==> config.mk <==
export PLATFORM = sky130hd
export DESIGN_NAME = escape_sequence_decoder_core
export DESIGN_NICKNAME = d
export VERILOG_FILES = /design/src/sv/esd_pkg.sv /design/src/sv/escape_sequence_decoder_core.sv /design/src/sv/esd_front.sv /design/src/sv/esd_fifo.sv /design/src/sv/esd_back.sv
export SDC_FILE = /design/constraint.sdc
export NUM_CORES = 1
export LEC_CHECK = 0
export BUFFER_PORTS_ARGS = -buffer_cell sky130_fd_sc_hd__buf_2
export CAP_MARGIN = 10
export CORE_ASPECT_RATIO = 0.5
export CORE_UTILIZATION = 50
export DETAILED_ROUTE_END_ITERATION = 10
export PLACE_DENSITY = 0.71
export SLEW_MARGIN = 30
export SYNTH_ARGS = -nofsm -noshare
export SYNTH_HDL_FRONTEND = slang
export SYNTH_HIERARCHICAL = 1
export SYNTH_SLANG_ARGS = --single-unit
==> constraint.sdc <==
create_clock -name i_clk -period 3.7 [get_ports i_clk]
set_clock_uncertainty 0.2 [all_clocks]
set_input_delay 0.185 -clock i_clk [delete_from_list [all_inputs] [get_ports i_clk]]
set_output_delay 0.185 -clock i_clk [all_outputs]
set_load 0.01 [all_outputs]
==> src/sv/esd_pkg.sv <==
// Shared types, constants and decode functions for the escape sequence decoder.
`default_nettype none

package esd_pkg;

    // Reset value of the escape byte (asterisk).
    localparam logic [7:0] ESC_RESET = 8'h2a;

    // Depth of the queue between the front and the back.
    localparam int QUEUE_DEPTH = 2;

    // Letters that select a code, lower case.
    localparam logic [7:0] LTR_N = 8'h6e;
    localparam logic [7:0] LTR_T = 8'h74;
    localparam logic [7:0] LTR_V = 8'h76;
    localparam logic [7:0] LTR_B = 8'h62;
    localparam logic [7:0] LTR_R = 8'h72;
    localparam logic [7:0] LTR_F = 8'h66;
    localparam logic [7:0] LTR_E = 8'h65;
    localparam logic [7:0] LTR_X = 8'h78;
    localparam logic [7:0] CASE_BIT = 8'h20;

    // Control codes the letters map to.
    localparam logic [7:0] CODE_NEWLINE   = 8'h0a;
    localparam logic [7:0] CODE_TAB       = 8'h09;
    localparam logic [7:0] CODE_VTAB      = 8'h0b;
    localparam logic [7:0] CODE_BACKSPACE = 8'h08;
    localparam logic [7:0] CODE_RETURN    = 8'h0d;
    localparam logic [7:0] CODE_FORMFEED  = 8'h0c;
    localparam logic [7:0] CODE_ESCAPE    = 8'h1b;

    // Offsets of the unchecked digit conversion.
    localparam logic [7:0] OFS_LOWER = 8'd87;
    localparam logic [7:0] OFS_UPPER = 8'd55;
    localparam logic [7:0] OFS_DIGIT = 8'd48;
    localparam logic [7:0] CHR_LOWER_A = 8'd97;
    localparam logic [7:0] CHR_UPPER_A = 8'd65;

    // Parser state, one-hot.
    typedef enum logic [3:0] {
        MD_NORMAL = 4'b0001,
        MD_ESC    = 4'b0010,
        MD_HEX1   = 4'b0100,
        MD_HEX2   = 4'b1000
    } t_parse_mode;

    // Back-end emit state, one-hot.
    typedef enum logic [1:0] {
        BK_FIRST  = 2'b01,
        BK_SECOND = 2'b10
    } t_back_state;

    // Work for the back end from one input transaction.
    typedef struct packed {
        logic       a_valid;
        logic [7:0] a_byte;
        logic       b_valid;
        logic [7:0] b_byte;
        logic       last;
    } t_esd_entry;

    // Result of the letter lookup after an escape.
    typedef struct packed {
        logic       is_x;
        logic [7:0] code;
    } t_code_res;

    // Digit conversion without a validity check; wraps modulo 256.
    function automatic logic [7:0] unchecked_hex(input logic [7:0] c);
        logic [7:0] r;
        if (c >= CHR_LOWER_A) begin
            r = c - OFS_LOWER;
        end else if (c >= CHR_UPPER_A) begin
            r = c - OFS_UPPER;
        end else begin
            r = c - OFS_DIGIT;
        end
        return r;
    endfunction

    // True for 0-9, A-F and a-f.
    function automatic logic is_hex(input logic [7:0] c);
        return ((c >= 8'h30) && (c <= 8'h39)) || ((c >= 8'h41) && (c <= 8'h46)) ||
               ((c >= 8'h61) && (c <= 8'h66));
    endfunction

    // Map the byte after an escape to its code; other bytes pass unchanged.
    function automatic t_code_res code_for(input logic [7:0] c);
        t_code_res r;
        r.is_x = 1'b0;
        r.code = c;
        case (c | CASE_BIT)
            LTR_N: r.code = CODE_NEWLINE;
            LTR_T: r.code = CODE_TAB;
            LTR_V: r.code = CODE_VTAB;
            LTR_B: r.code = CODE_BACKSPACE;
            LTR_R: r.code = CODE_RETURN;
            LTR_F: r.code = CODE_FORMFEED;
            LTR_E: r.code = CODE_ESCAPE;
            LTR_X: begin
                r.is_x = 1'b1;
                r.code = 8'h00;
            end
            default: r.code = c;
        endcase
        return r;
    endfunction

endpackage

`default_nettype wire

==> src/sv/escape_sequence_decoder_core.sv <==
// The first result of an input transaction passes through the queue and then the
// back-end result register before it is offered.
// One input byte per cycle while the queue is not full; a step that emits two bytes
// holds the back end in its second emit state; the input stalls when the queue fills.
// Reset is synchronous and active low: parser, queue and count clear, and the
// escape byte returns to an asterisk.
`default_nettype none

module escape_sequence_decoder_core #(
    parameter int COUNT_WIDTH = 16
) (
    input  wire logic        i_clk,
    input  wire logic        i_rst_n,
    input  wire logic        i_cfg_we,
    input  wire logic [7:0]  i_cfg_wdata,
    input  wire logic        i_in_valid,
    output logic             o_in_ready,
    input  wire logic [7:0]  i_in_byte,
    input  wire logic        i_in_last,
    output logic             o_res_valid,
    input  wire logic        i_res_ready,
    output logic [7:0]       o_out_byte,
    output logic             o_out_valid,
    output logic             o_out_last,
    output logic [15:0]      o_decoded_length
);

    logic                w_push;
    logic                w_full;
    logic                w_q_valid;
    logic                w_pop;
    esd_pkg::t_esd_entry w_push_entry;
    esd_pkg::t_esd_entry w_q_entry;

    // Parser front end.
    esd_front u_front (
        .i_clk       (i_clk),
        .i_rst_n     (i_rst_n),
        .i_cfg_we    (i_cfg_we),
        .i_cfg_wdata (i_cfg_wdata),
        .i_in_valid  (i_in_valid),
        .o_in_ready  (o_in_ready),
        .i_in_byte   (i_in_byte),
        .i_in_last   (i_in_last),
        .i_q_full    (w_full),
        .o_push      (w_push),
        .o_entry     (w_push_entry)
    );

    // Decoupling queue.
    esd_fifo u_fifo (
        .i_clk   (i_clk),
        .i_rst_n (i_rst_n),
        .i_push  (w_push),
        .i_entry (w_push_entry),
        .o_full  (w_full),
        .o_valid (w_q_valid),
        .o_entry (w_q_entry),
        .i_pop   (w_pop)
    );

    // Emit back end.
    esd_back #(
        .COUNT_WIDTH (COUNT_WIDTH)
    ) u_back (
        .i_clk            (i_clk),
        .i_rst_n          (i_rst_n),
        .i_q_valid        (w_q_valid),
        .i_q_entry        (w_q_entry),
        .o_q_pop          (w_pop),
        .o_res_valid      (o_res_valid),
        .i_res_ready      (i_res_ready),
        .o_out_byte       (o_out_byte),
        .o_out_valid      (o_out_valid),
        .o_out_last       (o_out_last),
        .o_decoded_length (o_decoded_length)
    );

endmodule

`default_nettype wire

==> src/sv/esd_front.sv <==
// Front end: accepts input transactions, runs the escape parser and queues its emits.
`default_nettype none

module esd_front (
    input  wire logic              i_clk,
    input  wire logic              i_rst_n,
    input  wire logic              i_cfg_we,
    input  wire logic [7:0]        i_cfg_wdata,
    input  wire logic              i_in_valid,
    output logic                   o_in_ready,
    input  wire logic [7:0]        i_in_byte,
    input  wire logic              i_in_last,
    input  wire logic              i_q_full,
    output logic                   o_push,
    output esd_pkg::t_esd_entry    o_entry
);

    logic [7:0]           r_esc;
    esd_pkg::t_parse_mode r_mode;
    esd_pkg::t_parse_mode n_mode;
    logic [7:0]           r_held;
    logic [7:0]           n_held;
    esd_pkg::t_esd_entry  w_ent;
    esd_pkg::t_code_res   w_code;
    logic                 w_accept;

    assign o_in_ready = !i_q_full;
    assign w_accept   = i_in_valid && !i_q_full;
    assign w_code     = esd_pkg::code_for(i_in_byte);

    // Parser step for the byte on the input.
    always_comb begin
        n_mode = r_mode;
        n_held = r_held;
        w_ent  = '0;
        case (r_mode)
            esd_pkg::MD_NORMAL: begin
                if (i_in_byte == r_esc) begin
                    n_mode = esd_pkg::MD_ESC;
                end else begin
                    w_ent.a_valid = 1'b1;
                    w_ent.a_byte  = i_in_byte;
                end
            end
            esd_pkg::MD_ESC: begin
                if (w_code.is_x) begin
                    n_mode = esd_pkg::MD_HEX1;
                end else begin
                    n_mode        = esd_pkg::MD_NORMAL;
                    w_ent.a_valid = 1'b1;
                    w_ent.a_byte  = w_code.code;
                end
            end
            esd_pkg::MD_HEX1: begin
                n_held        = esd_pkg::unchecked_hex(i_in_byte);
                n_mode        = esd_pkg::MD_HEX2;
                w_ent.a_valid = i_in_last;
                w_ent.a_byte  = n_held;
            end
            esd_pkg::MD_HEX2: begin
                n_mode        = esd_pkg::MD_NORMAL;
                w_ent.a_valid = 1'b1;
                if (esd_pkg::is_hex(i_in_byte)) begin
                    w_ent.a_byte = {r_held[3:0], 4'b0000} +
                                   esd_pkg::unchecked_hex(i_in_byte);
                end else begin
                    // The held digit goes out alone and the byte starts over.
                    w_ent.a_byte = r_held;
                    if (i_in_byte == r_esc) begin
                        n_mode = esd_pkg::MD_ESC;
                    end else begin
                        w_ent.b_valid = 1'b1;
                        w_ent.b_byte  = i_in_byte;
                    end
                end
            end
            default: begin
                n_mode = esd_pkg::MD_NORMAL;
            end
        endcase
        // A string end always returns the parser to normal.
        if (i_in_last) begin
            n_mode = esd_pkg::MD_NORMAL;
        end
        w_ent.last = i_in_last;
    end

    // Only transactions that emit something or end a string reach the queue.
    assign o_push  = w_accept && (w_ent.a_valid || i_in_last);
    assign o_entry = w_ent;

    // Parser state and escape register.
    always_ff @(posedge i_clk) begin
        if (!i_rst_n) begin
            r_esc  <= esd_pkg::ESC_RESET;
            r_mode <= esd_pkg::MD_NORMAL;
            r_held <= 8'h00;
        end else begin
            if (i_cfg_we) begin
                r_esc <= i_cfg_wdata;
            end
            if (w_accept) begin
                r_mode <= n_mode;
                r_held <= n_held;
            end
        end
    end

endmodule

`default_nettype wire

==> src/sv/esd_fifo.sv <==
// Short queue of parser entries between the front and the back.
`default_nettype none

module esd_fifo (
    input  wire logic                i_clk,
    input  wire logic                i_rst_n,
    input  wire logic                i_push,
    input  wire esd_pkg::t_esd_entry i_entry,
    output logic                     o_full,
    output logic                     o_valid,
    output esd_pkg::t_esd_entry      o_entry,
    input  wire logic                i_pop
);

    localparam int Depth = esd_pkg::QUEUE_DEPTH;
    localparam int PtrW  = (Depth > 1) ? $clog2(Depth) : 1;
    localparam int CntW  = $clog2(Depth + 1);

    esd_pkg::t_esd_entry r_mem [Depth];
    logic [PtrW-1:0]     r_wptr;
    logic [PtrW-1:0]     r_rptr;
    logic [CntW-1:0]     r_count;
    logic                w_push;
    logic                w_pop;

    assign o_full  = (r_count == CntW'(Depth));
    assign o_valid = (r_count != '0);
    assign o_entry = r_mem[r_rptr];
    assign w_push  = i_push && !o_full;
    assign w_pop   = i_pop && o_valid;

    // Entry storage.
    always_ff @(posedge i_clk) begin
        if (w_push) begin
            r_mem[r_wptr] <= i_entry;
        end
    end

    // Pointers and fill level.
    always_ff @(posedge i_clk) begin
        if (!i_rst_n) begin
            r_wptr  <= '0;
            r_rptr  <= '0;
            r_count <= '0;
        end else begin
            if (w_push) begin
                r_wptr <= (r_wptr == PtrW'(Depth - 1)) ? '0 : r_wptr + 1'b1;
            end
            if (w_pop) begin
                r_rptr <= (r_rptr == PtrW'(Depth - 1)) ? '0 : r_rptr + 1'b1;
            end
            case ({w_push, w_pop})
                2'b10:   r_count <= r_count + 1'b1;
                2'b01:   r_count <= r_count - 1'b1;
                default: r_count <= r_count;
            endcase
        end
    end

endmodule

`default_nettype wire

==> src/sv/esd_back.sv <==
// Back end: drains queued entries into result transactions and keeps the length count.
`default_nettype none

module esd_back #(
    parameter int COUNT_WIDTH = 16
) (
    input  wire logic                i_clk,
    input  wire logic                i_rst_n,
    input  wire logic                i_q_valid,
    input  wire esd_pkg::t_esd_entry i_q_entry,
    output logic                     o_q_pop,
    output logic                     o_res_valid,
    input  wire logic                i_res_ready,
    output logic [7:0]               o_out_byte,
    output logic                     o_out_valid,
    output logic                     o_out_last,
    output logic [15:0]              o_decoded_length
);

    esd_pkg::t_back_state   r_state;
    logic                   r_res_valid;
    logic [7:0]             r_out_byte;
    logic                   r_out_valid;
    logic                   r_out_last;
    logic [15:0]            r_len;
    logic [COUNT_WIDTH-1:0] r_count;
    logic [7:0]             r_b_byte;
    logic                   r_b_last;
    logic [COUNT_WIDTH-1:0] w_inc;
    logic                   w_load;

    // Saturating count after one more decoded byte.
    assign w_inc  = (r_count == '1) ? r_count : r_count + 1'b1;
    assign w_load = !r_res_valid || i_res_ready;
    assign o_q_pop = w_load && (r_state == esd_pkg::BK_FIRST) && i_q_valid;

    assign o_res_valid      = r_res_valid;
    assign o_out_byte       = r_out_byte;
    assign o_out_valid      = r_out_valid;
    assign o_out_last       = r_out_last;
    assign o_decoded_length = r_len;

    // Control: handshake valid, emit state and length count.
    always_ff @(posedge i_clk) begin
        if (!i_rst_n) begin
            r_state     <= esd_pkg::BK_FIRST;
            r_res_valid <= 1'b0;
            r_count     <= '0;
        end else if (w_load) begin
            case (r_state)
                esd_pkg::BK_SECOND: begin
                    r_res_valid <= 1'b1;
                    r_state     <= esd_pkg::BK_FIRST;
                    r_count     <= r_b_last ? '0 : w_inc;
                end
                esd_pkg::BK_FIRST: begin
                    r_res_valid <= i_q_valid;
                    if (i_q_valid) begin
                        if (i_q_entry.b_valid) begin
                            r_state <= esd_pkg::BK_SECOND;
                            r_count <= w_inc;
                        end else if (i_q_entry.a_valid) begin
                            r_count <= i_q_entry.last ? '0 : w_inc;
                        end else begin
                            r_count <= '0;
                        end
                    end
                end
                default: begin
                    r_state     <= esd_pkg::BK_FIRST;
                    r_res_valid <= 1'b0;
                end
            endcase
        end
    end

    // Result payload and the pending second byte.
    always_ff @(posedge i_clk) begin
        if (w_load) begin
            if (r_state == esd_pkg::BK_SECOND) begin
                r_out_byte  <= r_b_byte;
                r_out_valid <= 1'b1;
                r_out_last  <= r_b_last;
                r_len       <= 16'(w_inc);
            end else if (i_q_valid) begin
                r_b_byte <= i_q_entry.b_byte;
                r_b_last <= i_q_entry.last;
                if (i_q_entry.a_valid) begin
                    r_out_byte  <= i_q_entry.a_byte;
                    r_out_valid <= 1'b1;
                    r_out_last  <= i_q_entry.last && !i_q_entry.b_valid;
                    r_len       <= 16'(w_inc);
                end else begin
                    // End of string with nothing to emit.
                    r_out_byte  <= 8'h00;
                    r_out_valid <= 1'b0;
                    r_out_last  <= 1'b1;
                    r_len       <= 16'(r_count);
                end
            end
        end
    end

endmodule

`default_nettype wire

Yosys cells after proc, flatten, opt, wreduce, memory -nomap -nowiden
Memory sizes are Yosys's and may differ from the RTL's. A register that Yosys moved wholly into a read port is not among the register bits.
Index checks and enable logic that the tools add are counted.

word-level totals
  flip-flop bits (word level) = 78
  RAM bits = 38
  input port bits = 22
  output and inout bits = 28
  logic and storage cells = 128
  memories = 1

cells by class
  add/sub/neg operators = 9
  magnitude comparators = 6
  equal/unequal tests = 22
  muxes and demuxes = 47
  bitwise gates (word level) = 1
  reductions and logical operators = 27

memories
  memory        words  bits a word  rd ports  clocked after Yosys merged registers in  write ports  line            source
  u_fifo.r_mem  2      19           1         1                                        1            esd_fifo.sv:19  esd_pkg::t_esd_entry r_mem [Depth];

operators by type and width
  kind                     count
  $mux W16                 9
  $mux W8                  8
  $pmux W8 S8              1
  $eq A7 B6 Y1 const B     8
  $mux W9                  4
  $pmux W9 S4              1
  $pmux W16 S2             1
  $add A16 B1 Y16 const B  1
  $eq A16 B16 Y1 const B   1
  $ge A8 B7 Y1 const B     2
  $le A8 B7 Y1 const B     2
  $pmux W4 S4              1
  $sub A8 B6 Y8 const B    2
  $mux W1                  12
  $mux W4                  3
  $logic_and A1 B1 Y1      10
  $reduce_and A3 Y1        3
  $add A8 B8 Y8            1
  $eq A8 B8 Y1             1
  $ge A8 B6 Y1 const B     1
  $le A8 B6 Y1 const B     1
  $mux W2                  4
  $reduce_bool A2 Y1       4
  $sub A8 B7 Y8 const B    1
  other kinds (18)         30

Longest topological paths before layout
Gate-level depths: netlist (run 1).

  word-level depth = 14
  gate-level depth with buffers = 17
  gate-level depth less buffers = 15

Modules after synthesis
The synthesis (run 1) kept the hierarchy.

modules (own cells, without submodules)
  module     instances  cells an instance  area each (um^2)  sequential area each (um^2)
  esd_back   1          229                2576.2            1431.4
  esd_front  1          273                2150.8            400.4
  esd_fifo   1          85                 1604.0            1241.2

Least setup slack after synthesis (run 1)
OpenSTA, ideal clock, no wires.

  path type = input-to-reg
  from = in i_in_byte[1]
  to = mem u_fifo/r_mem[0][17] in the netlist's numbering, data pin
  library setup time = 259 ps
  data arrival time = 3542 ps
  required time = 3241 ps
  setup slack = -302 ps
  stages on the path = 15
  buffers on the path = 2
  path through = clkbuf_1 inv_1 ha_1 or4b_1 buf_4 a311o_1 a31oi_1 inv_1 ha_1 a21o_1 a21oi_1 xnor2_1 nor4b_1 o31ai_1 a41o_1

RTL lines
  item             line                                source
  start, declared  escape_sequence_decoder_core.sv:18  input wire logic [7:0] i_in_byte,
  end, declared    esd_fifo.sv:19

==> results.toml, run 1 <==
[run_status]
status = "complete, no violations"

[yosys]
synthCells = 587
ys_types = 85
synth_edf_count = 73
syn_avg_cell_area_sq_um = 10.8
synthesis.area_sq_um = 6330
syn_nets = 626
synth_area_leaders = "edfxtp_1, dfxtp_1, mux2_2"
ys_seq_area_share_pct = 48.5
yosys_warnings = 6
yosys.area.top_type_share_pct = 34.6
yosysTopAreaCell = "edfxtp_1"
synth_seq_cells = 117
synthArstFlopShare_pct = 0
ys.flop_type = "edfxtp_1"

[worst_setup_path]
worstPathArrival_ns = 3.22
path_class = "in2reg"
path_cells = "buf_2 -> inv_1 -> ha_1 -> or4b_1 -> a311o_1 -> a31oi_2 -> inv_1 -> ha_1 -> a21o_1 -> a21oi_2 -> xnor2_2 -> nor4b_2 -> o31ai_1 -> a41o_1"
cp-start-kind = "input pin"
path_buf_inv = 3
slowest_delay_ns = 0.58
critPathMaxFanout = 5
critical_path.top_delay_family = "compound AO/OA/AOI/OAI gates"
critPathSlowestCell = "or4b_1"
crit_path_end_kind = "register"
worstPathRequired_ns = 3.65
r2r_slack_ns = 0.93

[sta]
rsz0062_at_grt = "false"
hold_viol = 0
setup_tns_ns = 0
tightest_slew_ns = 0.876
max_slew_margin_pct = 41.6
fmax_ghz = 0.306
finalCriticalPeriod_ns = 3.27
finalMaxSlewViolations = 0
timing.final.crit_share_pct = 88.4
hold_slack_ns = 0.0513
setup-violations-final = 0
setup_ws_ns = 0.428

[routing]
firstDrtPassIters = 5
drtIter0Drc = 424
vias = 4845
routedWlPerCell_um = 16.7
wl_mm = 14.0
ant_nets = 0
routed_via_density = 5.77
drc_errors = 0

[finish]
multi_input_area_sq_um = 3010
n_fill_cell = 971
seq_area_sq_um = 3070
layout_common_cells = "edfxtp_1, buf_2, dfxtp_1"
num_antenna_cells = 0
fin_nets = 700
layout_commonest_cell = "edfxtp_1"
drive_gt1_share_pct = 23.1
area.growth.synth_to_final_pct = 19.9
utilization_pct = 62.8

[cts]
root_buffer = "clkbuf_16"
clk_latency_ns = 0.41
cts_buffers = 17
clk_path_buf_depth = 2
clkTransAtPathRegs_ns = 0.06
cts-resized-gates = 0
cts.sinks = 117
h-tree-depth = 4
cts_tree = "done"

[floorplanning]
die_w_um = 161
core-area_sq_um = 12100
initial_core_util_pct = 52.4
die_h_um = 81.6
ioPinCount = 50
rows = 28
die_area_sq_um = 13100

[placed_design]
dp_hpwl_mm = 9.59
dp_slack_ns = 0.0397
gp_congestion = 0.919
io_buffers = 49

[global_route]
grt_pass1_vias = 4562
grt_overflow = 0
track_usage_pct = 22.7
grt_max_degree = 21
grt_pass1_wl_mm = 22.8
antenna_found_initial = 0

[power]
p_total_mw = 4.79
power_density_nw_per_um2 = 631
ir_drop_uv = 305
p_leak_nw = 2.86

[run]
maxCapViolCount = 0

[min_path]
hp-class = "in2reg"
## sequential cells by signal, indices dropped and copies added (netlist names), 2 cells and up, named ones only
register                 count
u_fifo/r_count               2
u_back/o_decoded_length     16
u_back/r_count              16
u_back/r_state               2
u_back/o_out_byte            8
u_back/r_b_byte              8
u_front/r_mode               4
u_fifo/r_mem                38
u_front/r_esc                8
u_front/r_held               8
## cell usage after synthesis (all sizes together), types with 18 or more instances
cell	number
xnor2	29
a31oi	22
buf	22
edfxtp	73
nor2	39
a21oi	23
dfxtp	44
nand2	35
nand3	18
mux2i	22
mux2	26
o21ai	29
inv	23
## report_power, final
part           switching (mW)  total, mW  internal, mW
Combinational           0.691       1.19         0.498
Clock                   0.577       1.69          1.12
Sequential              0.115       1.91          1.79
Total                    1.38       4.79          3.40
## worst register-to-register path, stage by stage, from the launching register on
cell     delay, ns
dfxtp_1       0.32
xnor2_1       0.14
nand4_1       0.16
nor2_1        0.07
buf_4         0.17
o21ai_0       0.30
nor3_1        0.08
nor2_1        0.18
and3_1        0.77
## final timing paths
path                          start                   to  cells past startpoint
setup / recovery       i_in_byte[1]  u_fifo/r_mem[0][17]                     14
hold / removal           i_in_valid    u_front/r_mode[0]                      3
setup reg to reg   u_front/r_esc[3]   u_fifo/r_mem[1][8]                      8
hold reg to reg   u_back/r_state[1]    u_back/r_state[1]                      2
## area by class of cell
class / count / area share [%]
Clock buffer: 17 / 5.61
Clock inverter: 15 / 2.46
Inverter: 23 / 1.14
Multi-Input combinational cell: 412 / 39.6
Sequential cell: 117 / 40.5
Tap cell: 165 / 2.72
Timing Repair Buffer: 90 / 7.98
## kinds of logic (layout without fill, tap and decap cells)
logic type | Yosys count | in the layout | share of synthesized area, %
AO/OA/AOI/OAI | 139 | 139 | 15.3
XOR/XNOR | 31 | 31 | 4.41
adder cells (fa/ha/maj) | 17 | 17 | 3.48
buffers and inverters | 58 | 145 | 4.49
flip-flops | 117 | 117 | 48.5
multiplexers | 48 | 48 | 8.22
AND/OR/NAND/NOR | 177 | 177 | 15.6
## layer usage
| layer | wire length (um) | global-route usage (%) | vias to the layer above |
|---|---|---|---|
| met4 | 267 | 9.43 | 0 |
| li1 | - | - | 2320 |
| met1 | 6540 | 28.5 | 2333 |
| met2 | 6470 | 38.1 | 162 |
| met5 | 0 | 0 | - |
| met3 | 744 | 5.56 | 30 |
## through the flow
stage,cell area [sq um],cells
global placement,6760,786
floorplan,6360,587
CTS,7590,839
finish,7590,839
global route,7590,839
detailed placement,6760,786
## repair_timing
action	CTS	global route
buffers inserted	0	0
hold buffers	21	0
hold endpoints to repair	12	0
Note: power is estimated with default switching activity, not from simulation.
==> run 2: changes to the inputs <==
CORE_MARGIN = 3   (was unset)
PLACE_DENSITY = 0.68   (was 0.71)
clock period = 3.16 ns   (was 3.7 ns; I/O delays follow)
==> run 2 against run 1 <==
  * Critical path type unchanged
  * First-iteration DRC count rose by 5.0%
  * Utilization rose by 2.1 points
  * Global-route usage fell by 0.69 points
  * Cell count rose by 2.7%
  * Critical path depth rose by 1
  * Critical endpoint is now u_fifo/r_mem[1][17]
  * Sequential cell count did not move
  * Wire length rose by 5.4%
  * Count of clock-buffer cells in the layout rose by 1
  * Non-clock buffer count rose by 23
  * Final area rose by 3.3%
  * Via count rose by 1.5%
  * Worst setup slack got worse by 0.31 ns
==> results.toml, run 2 (synthesized netlist as in run 1, its figures left out) <==
[worst_setup_path]
worstPathRequired_ns = 3.12
crit_path_end_kind = "register"
cp-start-kind = "input pin"
path_class = "in2reg"
critPathMaxFanout = 5
r2r_slack_ns = 0.34
worstPathArrival_ns = 3.00

[finish]
largest-register = "u_fifo/r_mem"
largest_reg_flops = 38
fin_area_sq_um = 7840
fin_nets = 723
num_antenna_cells = 0
n_fill_cell = 966
layout_commonest_cell = "edfxtp_1"
drive_gt1_share_pct = 25.8
area.growth.synth_to_final_pct = 23.9
layout_common_cells = "edfxtp_1, buf_2, dfxtp_1"

[global_route]
grt_pass1_wl_mm = 24.1
grt_overflow = 0
grt_max_degree = 21
grt_pass1_vias = 4762
antenna_found_initial = 0
track_usage_pct = 22.0

[power]
power_density_nw_per_um2 = 736
p_leak_nw = 2.99
p_sw_share_pct = 29.7
power_frac_seq_pct = 38.5
pwr-share-clk_pct = 35.7
power.switching_mw = 1.71
p_total_mw = 5.77
ir_drop_uv = 368
combPwrFrac_pct = 25.8
internal_power_mw = 4.06

[cts]
clkTransAtPathRegs_ns = 0.05
clk_path_buf_depth = 2
h-tree-depth = 4
clk_latency_ns = 0.41
cts.sinks = 117
cts_tree = "done"
root_buffer = "clkbuf_16"
cts_buffers = 17

[sta]
tightest_slew_ns = 0.934
fmax_ghz = 0.328
finalCriticalPeriod_ns = 3.04
finalMaxSlewViolations = 0
setup-violations-final = 0
rsz0062_at_grt = "false"
timing.final.crit_share_pct = 96.4
max_slew_margin_pct = 37.7
hold_viol = 0

[floorplanning]
initial_core_util_pct = 52.4
ioPinCount = 50
die_w_um = 165
rows = 28
die_area_sq_um = 14100
die_h_um = 85.6
core-area_sq_um = 12100

[run_status]
status = "complete, no violations"

[placed_design]
placed_area_sq_um = 6960
dp_hpwl_mm = 9.84
gp_congestion = 0.923
io_buffers = 49

[routing]
drc_errors = 0
ant_nets = 0
vias = 4918
firstDrtPassIters = 5
wl_mm = 14.8
drtIter0Drc = 445
routed_via_density = 5.71
routedWlPerCell_um = 17.2

[run]
maxCapViolCount = 0

[min_path]
hp-class = "in2reg"
==> run 2: changes by cell type in the layout (fill, tap and decap cells not counted), sizes merged <==
cell	change
buf	+20
clkbuf	+2
clkinv	-1
clkinvlp	-2
dlygate4sd3	+2
inv	+2
==> run 2: path summary, 6_finish.rpt <==
path                                             to              start  cells after the start
worst max-delay path            u_fifo/r_mem[1][17]       i_in_byte[1]                     15
worst min-delay path              u_front/r_held[5]            i_rst_n                      3
worst max register to register  u_fifo/r_mem[1][10]  u_front/r_mode[1]                      6
worst min register to register        u_fifo/r_wptr      u_fifo/r_wptr                      2
==> run 2: what timing repair did <==
item / CTS / global route
gates cloned: 0 / 0
endpoints found under the setup margin: 2 / 2
setup buffers: 0 / 1
pin swaps: 0 / 7
hold buffers: 23 / 0
hold endpoints to repair: 17 / 0
resized for setup: 1 / 3
==> run 2: layout make-up <==
type                            count  area, sq um  area share [%]
Timing Repair Buffer              113          798            10.2
Tap cell                          165          206            2.63
Inverter                           23         93.8            1.20
Sequential cell                   117         3070            39.2
Multi-Input combinational cell    412         3040            38.8
Clock buffer                       18          429            5.47
Clock inverter                     14          200            2.55
==> run 2: metrics by stage <==
stage               std cells  utilization [%]  hold WS (ns)  setup slack [ns]  setup TNS (ns)
floorplan                 587                -        0.0199            -0.407           -1.22
global placement          806             57.6         0.182            -0.431           -1.19
detailed placement        806             57.6         0.182            -0.479           -1.78
CTS                       861             64.7        0.0162            0.0492               0
global route              862             64.9        0.0557            0.0521               0
finish                    862             64.9        0.0409             0.115               0
==> run 2: power groups by stage <==
stage          logic (mW)  registers (mW)  clock network (mW)
2_1_floorplan       0.943            2.31                   0
3_3_place_gp         1.43            2.23                   0
3_5_place_dp         1.45            2.25                   0
4_1_cts              1.49            2.23                2.09
5_1_grt              1.63            2.26                2.17
6_report             1.49            2.22                2.06
==> run 2: critical path: stages <==
cell and delay [ns]:
clkbuf_4 0.15, inv_8 0.04, ha_4 0.15, or4b_4 0.56
a31oi_1 0.31, o21ai_2 0.10, a31oi_2 0.17, inv_1 0.06
ha_1 0.27, a21o_1 0.17, a21oi_2 0.17, xnor2_2 0.16
nor4b_2 0.24, o31ai_1 0.09, a41o_1 0.20
==> run 2: metal layers <==
metal  GRT usage, %  part of all wire, %  routed length, um
met5              0                    0                  0
met4           6.77                 0.77                114
met3           6.90                  7.3               1070
met2           35.7                   48               7070
met1           28.3                   44               6540
